==> config.mk <==
export PLATFORM = sky130hd
export DESIGN_NAME = four_level_stable_priority_queue
export DESIGN_NICKNAME = d
export VERILOG_FILES = /design/src/design/fsq_pkg.sv /design/src/design/fsq_mem.sv /design/src/design/fsq_lvl.sv /design/src/design/four_level_stable_priority_queue.sv
export SDC_FILE = /design/constraint.sdc
export NUM_CORES = 2
export LEC_CHECK = 0
export BUFFER_PORTS_ARGS = -buffer_cell sky130_fd_sc_hd__clkbuf_2
export CAP_MARGIN = 20
export CORE_ASPECT_RATIO = 0.7
export CORE_MARGIN = 2
export CORE_UTILIZATION = 30
export DETAILED_ROUTE_END_ITERATION = 16
export MAX_ROUTING_LAYER = met4
export SETUP_SLACK_MARGIN = 0.3
export SKIP_LAST_GASP = 1
export SYNTH_ARGS = -nofsm -noshare
export SYNTH_HDL_FRONTEND = slang
export SYNTH_SLANG_ARGS = --single-unit
==> constraint.sdc <==
create_clock -name clk -period 12.45 [get_ports clk]
set_input_delay 0 -clock clk [delete_from_list [all_inputs] [get_ports clk]]
set_output_delay 0 -clock clk [all_outputs]
set_load 0.01 [all_outputs]
==> src/design/fsq_pkg.sv <==
package fsq_pkg;

    localparam int DEF_QUEUE_DEPTH = 16;
    localparam int NUM_LEVELS      = 4;
    localparam int OCC_W           = 5;

    localparam logic OP_ENQ = 1'b0;
    localparam logic OP_DEQ = 1'b1;

    localparam logic [2:0] ST_ENQ      = 3'd0;
    localparam logic [2:0] ST_DEQ      = 3'd1;
    localparam logic [2:0] ST_EMPTY    = 3'd2;
    localparam logic [2:0] ST_FULL     = 3'd3;
    localparam logic [2:0] ST_BADLABEL = 3'd4;

    localparam logic [7:0] LABEL_C = 8'h43;
    localparam logic [7:0] LABEL_H = 8'h48;
    localparam logic [7:0] LABEL_M = 8'h4D;
    localparam logic [7:0] LABEL_N = 8'h4E;

    typedef logic [1:0] level_t;

    localparam level_t LVL_N = 2'd0;
    localparam level_t LVL_M = 2'd1;
    localparam level_t LVL_H = 2'd2;
    localparam level_t LVL_C = 2'd3;

    typedef enum logic {
        S_IDLE,
        S_READ
    } state_t;

    typedef struct packed {
        logic        op;
        logic [7:0]  label;
        logic [15:0] arrival;
        logic [7:0]  developer;
        logic [15:0] start_time;
        logic [15:0] duration;
    } req_t;

    typedef struct packed {
        logic [2:0]       status;
        logic [7:0]       out_label;
        logic [15:0]      out_arrival;
        logic [7:0]       out_developer;
        logic [15:0]      out_start_time;
        logic [15:0]      out_duration;
        logic [OCC_W-1:0] occupancy;
    } rsp_t;

    typedef struct packed {
        level_t      lvl;
        logic [15:0] arrival;
        logic [7:0]  developer;
        logic [15:0] start_time;
        logic [15:0] duration;
    } entry_t;

    typedef struct packed {
        logic   known;
        level_t lvl;
    } lbl_t;

    typedef struct packed {
        logic   push;
        logic   pop;
        level_t push_lvl;
    } lvl_cmd_t;

    typedef struct packed {
        logic   empty;
        logic   full;
        level_t top_lvl;
    } lvl_stat_t;

    function automatic lbl_t label_decode(input logic [7:0] label);
        lbl_t r;
        r.known = 1'b1;
        case (label)
            LABEL_C: r.lvl = LVL_C;
            LABEL_H: r.lvl = LVL_H;
            LABEL_M: r.lvl = LVL_M;
            LABEL_N: r.lvl = LVL_N;
            default:
            begin
                r.known = 1'b0;
                r.lvl   = LVL_N;
            end
        endcase
        return r;
    endfunction

    function automatic logic [7:0] level_label(input level_t lvl);
        logic [7:0] r;
        case (lvl)
            LVL_C:   r = LABEL_C;
            LVL_H:   r = LABEL_H;
            LVL_M:   r = LABEL_M;
            default: r = LABEL_N;
        endcase
        return r;
    endfunction

endpackage

==> src/design/fsq_mem.sv <==
module fsq_mem #(
    parameter int ADDR_W = 6
) (
    input  logic                  clk,
    input  logic                  wr_en,
    input  logic [ADDR_W-1:0]     wr_addr,
    input  fsq_pkg::entry_t       wr_data,
    input  logic                  rd_en,
    input  logic [ADDR_W-1:0]     rd_addr,
    output fsq_pkg::entry_t       rd_data
);

    localparam int WORDS = 1 << ADDR_W;

    fsq_pkg::entry_t mem [WORDS];
    fsq_pkg::entry_t rd_data_reg;

    always_ff @(posedge clk)
    begin
        if (wr_en)
        begin
            mem[wr_addr] <= wr_data;
        end
    end

    always_ff @(posedge clk)
    begin
        if (rd_en)
        begin
            rd_data_reg <= mem[rd_addr];
        end
    end

    assign rd_data = rd_data_reg;

endmodule

==> src/design/fsq_lvl.sv <==
module fsq_lvl #(
    parameter int QUEUE_DEPTH = fsq_pkg::DEF_QUEUE_DEPTH
) (
    input  logic                               clk,
    input  logic                               rst_n,
    input  fsq_pkg::lvl_cmd_t                  cmd,
    output fsq_pkg::lvl_stat_t                 stat,
    output logic [$clog2(QUEUE_DEPTH)-1:0]     tail_ptr,
    output logic [$clog2(QUEUE_DEPTH)-1:0]     head_ptr,
    output logic [$clog2(QUEUE_DEPTH+1)-1:0]   count
);

    localparam int PW = $clog2(QUEUE_DEPTH);
    localparam int CW = $clog2(QUEUE_DEPTH + 1);
    localparam logic [PW-1:0] LAST_PTR = PW'(QUEUE_DEPTH - 1);
    localparam logic [CW-1:0] FULL_CNT = CW'(QUEUE_DEPTH);

    logic [PW-1:0] head_reg [fsq_pkg::NUM_LEVELS];
    logic [PW-1:0] head_next [fsq_pkg::NUM_LEVELS];
    logic [PW-1:0] tail_reg [fsq_pkg::NUM_LEVELS];
    logic [PW-1:0] tail_next [fsq_pkg::NUM_LEVELS];
    logic [CW-1:0] lcnt_reg [fsq_pkg::NUM_LEVELS];
    logic [CW-1:0] lcnt_next [fsq_pkg::NUM_LEVELS];
    logic [CW-1:0] cnt_reg;
    logic [CW-1:0] cnt_next;
    logic [fsq_pkg::NUM_LEVELS-1:0] busy;
    fsq_pkg::level_t top_lvl;

    function automatic logic [PW-1:0] ptr_inc(input logic [PW-1:0] p);
        return (p == LAST_PTR) ? '0 : p + PW'(1);
    endfunction

    always_comb
    begin
        for (int i = 0; i < fsq_pkg::NUM_LEVELS; i++)
        begin
            busy[i] = (lcnt_reg[i] != '0);
        end
        if (busy[3])
            top_lvl = fsq_pkg::LVL_C;
        else if (busy[2])
            top_lvl = fsq_pkg::LVL_H;
        else if (busy[1])
            top_lvl = fsq_pkg::LVL_M;
        else
            top_lvl = fsq_pkg::LVL_N;
    end

    // Each level is a circular FIFO; the front of the whole queue is the
    // head of the highest level that holds anything.
    always_comb
    begin
        for (int i = 0; i < fsq_pkg::NUM_LEVELS; i++)
        begin
            head_next[i] = head_reg[i];
            tail_next[i] = tail_reg[i];
            lcnt_next[i] = lcnt_reg[i];
            if (cmd.push && (cmd.push_lvl == fsq_pkg::level_t'(i)))
            begin
                tail_next[i] = ptr_inc(tail_reg[i]);
                lcnt_next[i] = lcnt_reg[i] + CW'(1);
            end
            else if (cmd.pop && (top_lvl == fsq_pkg::level_t'(i)))
            begin
                head_next[i] = ptr_inc(head_reg[i]);
                lcnt_next[i] = lcnt_reg[i] - CW'(1);
            end
        end
        if (cmd.push)
            cnt_next = cnt_reg + CW'(1);
        else if (cmd.pop)
            cnt_next = cnt_reg - CW'(1);
        else
            cnt_next = cnt_reg;
    end

    always_ff @(posedge clk or negedge rst_n)
    begin
        if (!rst_n)
        begin
            for (int i = 0; i < fsq_pkg::NUM_LEVELS; i++)
            begin
                head_reg[i] <= '0;
                tail_reg[i] <= '0;
                lcnt_reg[i] <= '0;
            end
            cnt_reg <= '0;
        end
        else
        begin
            for (int i = 0; i < fsq_pkg::NUM_LEVELS; i++)
            begin
                head_reg[i] <= head_next[i];
                tail_reg[i] <= tail_next[i];
                lcnt_reg[i] <= lcnt_next[i];
            end
            cnt_reg <= cnt_next;
        end
    end

    assign stat.empty   = (cnt_reg == '0);
    assign stat.full    = (cnt_reg == FULL_CNT);
    assign stat.top_lvl = top_lvl;
    assign tail_ptr     = tail_reg[cmd.push_lvl];
    assign head_ptr     = head_reg[top_lvl];
    assign count        = cnt_reg;

endmodule

==> src/design/four_level_stable_priority_queue.sv <==
// Stable four-level priority queue of task records. Records live in one
// synchronous memory split into four circular FIFOs, one per level (C, H,
// M, N), so a dequeue always returns the oldest record of the highest level
// present. An enqueue, and any transaction that is rejected (unknown label,
// full store, empty store), has its response registered at the edge that
// accepts it. A successful dequeue reads the record memory at that edge,
// and the read data moves from S_READ into the response, which sits in an
// output register, once that register is free. A new request is taken only
// in S_IDLE when that register is free, so a pending response not yet taken
// holds off the next request. No clearing pass is needed after reset.
module four_level_stable_priority_queue #(
    parameter int QUEUE_DEPTH = fsq_pkg::DEF_QUEUE_DEPTH
) (
    input  logic          clk,
    input  logic          rst_n,
    input  logic          req_valid,
    output logic          req_ready,
    input  fsq_pkg::req_t req,
    output logic          rsp_valid,
    input  logic          rsp_ready,
    output fsq_pkg::rsp_t rsp
);

    localparam int PW = $clog2(QUEUE_DEPTH);
    localparam int CW = $clog2(QUEUE_DEPTH + 1);
    localparam int AW = PW + 2;

    fsq_pkg::state_t    state_reg;
    fsq_pkg::state_t    state_next;
    fsq_pkg::lbl_t      lbl;
    fsq_pkg::lvl_cmd_t  cmd;
    fsq_pkg::lvl_stat_t stat;
    fsq_pkg::entry_t    wr_data;
    fsq_pkg::entry_t    rd_data;
    fsq_pkg::rsp_t      rsp_reg;
    fsq_pkg::rsp_t      rsp_next;
    logic               rsp_valid_reg;
    logic               rsp_valid_next;
    logic               rsp_load;
    logic               out_free;
    logic               accept;
    logic               enq_ok;
    logic               deq_ok;
    logic [PW-1:0]      tail_ptr;
    logic [PW-1:0]      head_ptr;
    logic [CW-1:0]      count;
    logic [CW-1:0]      occ_now;
    logic [AW-1:0]      wr_addr;
    logic [AW-1:0]      rd_addr;

    assign lbl      = fsq_pkg::label_decode(req.label);
    assign out_free = !rsp_valid_reg || rsp_ready;
    assign accept   = req_valid && req_ready;
    assign enq_ok   = (req.op == fsq_pkg::OP_ENQ) && lbl.known && !stat.full;
    assign deq_ok   = (req.op == fsq_pkg::OP_DEQ) && !stat.empty;

    assign cmd.push     = accept && enq_ok;
    assign cmd.pop      = accept && deq_ok;
    assign cmd.push_lvl = lbl.lvl;

    assign wr_data.lvl        = lbl.lvl;
    assign wr_data.arrival    = req.arrival;
    assign wr_data.developer  = req.developer;
    assign wr_data.start_time = req.start_time;
    assign wr_data.duration   = req.duration;
    assign wr_addr            = {lbl.lvl, tail_ptr};
    assign rd_addr            = {stat.top_lvl, head_ptr};
    assign occ_now            = count + CW'(enq_ok);

    fsq_lvl #(
        .QUEUE_DEPTH (QUEUE_DEPTH)
    ) u_lvl (
        .clk      (clk),
        .rst_n    (rst_n),
        .cmd      (cmd),
        .stat     (stat),
        .tail_ptr (tail_ptr),
        .head_ptr (head_ptr),
        .count    (count)
    );

    fsq_mem #(
        .ADDR_W (AW)
    ) u_mem (
        .clk     (clk),
        .wr_en   (cmd.push),
        .wr_addr (wr_addr),
        .wr_data (wr_data),
        .rd_en   (cmd.pop),
        .rd_addr (rd_addr),
        .rd_data (rd_data)
    );

    always_comb
    begin
        state_next = state_reg;
        case (state_reg)
            fsq_pkg::S_IDLE:
            begin
                if (cmd.pop)
                    state_next = fsq_pkg::S_READ;
            end
            fsq_pkg::S_READ:
            begin
                if (out_free)
                    state_next = fsq_pkg::S_IDLE;
            end
            default:
            begin
                state_next = fsq_pkg::S_IDLE;
            end
        endcase
    end

    always_comb
    begin
        req_ready = 1'b0;
        rsp_load  = 1'b0;
        rsp_next  = '0;
        case (state_reg)
            fsq_pkg::S_IDLE:
            begin
                req_ready = out_free;
                // A successful dequeue answers from the memory read data, loaded in S_READ.
                rsp_load  = accept && !deq_ok;
                if (req.op == fsq_pkg::OP_DEQ)
                    rsp_next.status = fsq_pkg::ST_EMPTY;
                else if (!lbl.known)
                    rsp_next.status = fsq_pkg::ST_BADLABEL;
                else if (stat.full)
                    rsp_next.status = fsq_pkg::ST_FULL;
                else
                    rsp_next.status = fsq_pkg::ST_ENQ;
                rsp_next.occupancy = fsq_pkg::OCC_W'(occ_now);
            end
            fsq_pkg::S_READ:
            begin
                rsp_load                = out_free;
                rsp_next.status         = fsq_pkg::ST_DEQ;
                rsp_next.out_label      = fsq_pkg::level_label(rd_data.lvl);
                rsp_next.out_arrival    = rd_data.arrival;
                rsp_next.out_developer  = rd_data.developer;
                rsp_next.out_start_time = rd_data.start_time;
                rsp_next.out_duration   = rd_data.duration;
                rsp_next.occupancy      = fsq_pkg::OCC_W'(count);
            end
            default:
            begin
                req_ready = 1'b0;
            end
        endcase
    end

    always_comb
    begin
        if (rsp_load)
            rsp_valid_next = 1'b1;
        else if (rsp_ready)
            rsp_valid_next = 1'b0;
        else
            rsp_valid_next = rsp_valid_reg;
    end

    always_ff @(posedge clk or negedge rst_n)
    begin
        if (!rst_n)
        begin
            state_reg     <= fsq_pkg::S_IDLE;
            rsp_valid_reg <= 1'b0;
        end
        else
        begin
            state_reg     <= state_next;
            rsp_valid_reg <= rsp_valid_next;
        end
    end

    always_ff @(posedge clk)
    begin
        if (rsp_load)
        begin
            rsp_reg <= rsp_next;
        end
    end

    assign rsp_valid = rsp_valid_reg;
    assign rsp       = rsp_reg;

    a_count_bound: assert property (@(posedge clk) disable iff (!rst_n)
        count <= CW'(QUEUE_DEPTH))
        else $error("stored record count exceeds the queue depth");

    a_pop_reads: assert property (@(posedge clk) disable iff (!rst_n)
        cmd.pop |=> (state_reg == fsq_pkg::S_READ) && !req_ready)
        else $error("dequeue did not wait for the memory read");

    a_count_hold: assert property (@(posedge clk) disable iff (!rst_n)
        !cmd.push && !cmd.pop |=> $stable(count))
        else $error("record count changed without a push or pop");

    a_zero_fields: assert property (@(posedge clk) disable iff (!rst_n)
        rsp_valid_reg && (rsp_reg.status != fsq_pkg::ST_DEQ) |->
            (rsp_reg.out_label == '0) && (rsp_reg.out_arrival == '0) &&
            (rsp_reg.out_developer == '0) && (rsp_reg.out_start_time == '0) &&
            (rsp_reg.out_duration == '0))
        else $error("non-dequeue response carries record fields");

endmodule
==> results.json <==
{
  "status": "finished, violations left",
  "violations": "negative hold slack",
  "worst-r2r-cell-count": 10,
  "worst_slew_pin_slew_ns": 1.19,
  "fin_util_pct": 34.6,
  "slew_violations": 0,
  "syn_avg_cell_area_um2": 20.1,
  "drc": 0,
  "async_reset_ff_share_pct": 1.39,
  "irDropWorstVdd_mv": 0.237,
  "cts.sinks": 3893,
  "fmax_mhz": 160,
  "clk_latency_ns": 0.97,
  "startpoint_type": "flop",
  "syn2layout_area_growth_pct": 15.1,
  "final_min_period_over_clock_period_pct": 50.1,
  "tns_ns": 0,
  "overflow": 0,
  "grt_pass1_vias": 76600,
  "hold_slack_ns": -0.00358,
  "ys_seq_area_share_pct": 78.6,
  "ant_nets": 0,
  "layout_commonest_cell": "edfxtp_1",
  "critPathArrivalTime_ns": 6.89,
  "nets": 7929,
  "ys.flop_type": "edfxtp_1",
  "grt_util_all_layers_pct": 17.9,
  "post_cts_buffers": 0,
  "drive_gt1_share_pct": 21.8,
  "clk_pin_slew_ns": 0.06,
  "vias": 79700,
  "p_leak_nw": 52.8,
  "drtIter0Drc": 12900,
  "antenna_found_initial": 68,
  "setup_violations": 0,
  "htreeDepth": 5,
  "synth_edf_count": 3839,
  "critPathRequiredTime_ns": 13.11,
  "largest_reg_flops": 3712,
  "drv_cap": 0,
  "grt_max_degree": 156,
  "synth_area_mm2": 0.148,
  "mostFrequentLayoutCells": "edfxtp_1, mux4_2, nand2_1, a22oi_1, clkbuf_16",
  "core_area_mm2": 0.493,
  "met3_length_um": 52500,
  "die_w_um": 845,
  "fin_crit_ns": 6.23,
  "hold_depth": 2,
  "cts_tree": "done",
  "timing.rr.start": "u_lvl.lcnt_reg[6]",
  "finalHoldViolCount": 9,
  "io_pins": 143,
  "cts_max_path_buffers": 4,
  "cts_buffers": 362,
  "wl_per_cell_um": 30.7,
  "dieArea_mm2": 0.500,
  "hp-class": "input port to flop",
  "hp-start": "req[9]",
  "ys_types": 60,
  "rr_endpoint": "u_mem.rd_data[9]",
  "gp_congestion": 0.797,
  "vias_per_cell": 5.43,
  "synth_warnings": 0,
  "floorplan.initialDensity_pct": 30.1,
  "timing.slew.headroom_pct": 20.8,
  "setup.worst_path.end_class": "flop",
  "io_buffers": 139,
  "synth_seq_cells": 3893,
  "highest_layer": "met4",
  "hpwl_um": 231000,
  "hold-path-endpoint": "u_mem.mem[45][9]",
  "clockRootBuffer": "clkbuf_16",
  "row_count": 216,
  "rrSetupSlack_ns": 6.22,
  "rsz0062_at_grt": "false",
  "die_y_um": 592,
  "drtPass1Iterations": 7,
  "synth_cells": 7389,
  "power_density_mw_per_mm2": 209,
  "grt_pass1_wl_um": 619000,
  "wl_met2_um": 200000,
  "final.setup_skew_ns": 0.106,
  "wl_met1_um": 184000,
  "crit_type": "flop to flop",
  "cp_max_fo": 105,
  "wl_um": 451000
}
[cell usage after synthesis (all sizes together), types with 46 or more instances]
| cell type | count | area (um^2) |
|---|---|---|
| a22oi | 381 | 2860 |
| clkbuf | 174 | 653 |
| a311o | 46 | 460 |
| nand3 | 353 | 1780 |
| buf | 243 | 1320 |
| mux4 | 752 | 16900 |
| edfxtp | 3839 | 115000 |
| a21oi | 350 | 1750 |
| dfrtp | 54 | 1350 |
| nor2 | 101 | 382 |
| and2 | 67 | 419 |
| nand2 | 715 | 2690 |
[cells by family (layout without fill, tap and decap cells)]
kind of cell	Yosys count	count (layout)	share of synthesized area, %
flip-flops	3893	3893	78.6
other	1	34	0.00253
XOR/XNOR	28	28	0.165
adder cells (fa/ha/maj)	31	31	0.282
multiplexers	781	781	11.6
AND/OR/NAND/NOR	1334	1334	4.00
AO/OA/AOI/OAI	892	892	3.95
buffers and inverters	429	1141	1.36
[layer usage]
layer,track usage (%),vias up
met5,-,-
met4,4.97,0
met3,3.95,740
met2,26.2,5131
met1,25.3,42500
li1,-,31300
[critical path: stages, from the launching register on]
cell	delay, ns
dfrtp_1	0.44
nor4_4	0.42
and4_1	0.64
nand3_1	0.37
nand2_8	0.72
buf_12	0.64
buf_12	0.57
mux4_2	0.60
a22oi_1	0.20
nand3_1	0.29
a311o_1	0.48
[how the worst max path moves through the flow]
stage / start / endpoint / depth (start not counted)
after floorplan: req[61] / u_mem.mem[20][0] / 9
after global placement: u_lvl.lcnt_reg[6] / u_mem.rd_data[11] / 10
after detailed placement: u_lvl.lcnt_reg[6] / u_mem.rd_data[22] / 10
after CTS: u_lvl.lcnt_reg[6] / u_mem.rd_data[11] / 10
after global routing: u_lvl.lcnt_reg[6] / u_mem.rd_data[9] / 10
final: u_lvl.lcnt_reg[6] / u_mem.rd_data[9] / 10
[metrics by stage]
stage | hold WS (ns) | total power [mW] | setup WS, ns | instances | instance area, um^2
6_report | -0.00358 | 35.8 | 6.22 | 14700 | 171000
5_1_grt | 0.00357 | 37.1 | 5.91 | 14700 | 171000
4_1_cts | 0.00295 | 35.9 | 6.28 | 14500 | 169000
3_5_place_dp | 0.217 | 25.1 | 6.36 | 13900 | 158000
3_3_place_gp | 0.205 | 25.0 | 6.28 | 13900 | 158000
2_1_floorplan | -0.296 | 22.1 | 5.84 | 7391 | 148000
[what timing repair did]
item,4_1_cts,5_1_grt
gates resized for setup,0,0
hold buffers,29,47
endpoints found under the setup margin,0,0
endpoints found under the hold margin,704,2976
[report_power, final]
part           switching (mW)  total (mW)  internal (mW)
Clock                    4.85        10.9           6.01
Combinational            5.89        10.1           4.18
Sequential              0.207        14.8           14.6
[layout make-up]
type / count / area (um^2)
Clock inverter: 180 / 1630
Sequential cell: 3893 / 117000
Timing Repair Buffer: 491 / 4320
Inverter: 12 / 47.5
Multi-Input combinational cell: 3069 / 30300
Clock buffer: 458 / 9550
Fill cell: 45500 / 323000
Tap cell: 6540 / 8180
Antenna cell: 31 / 77.6
Note: power is estimated with default switching activity, not from simulation.
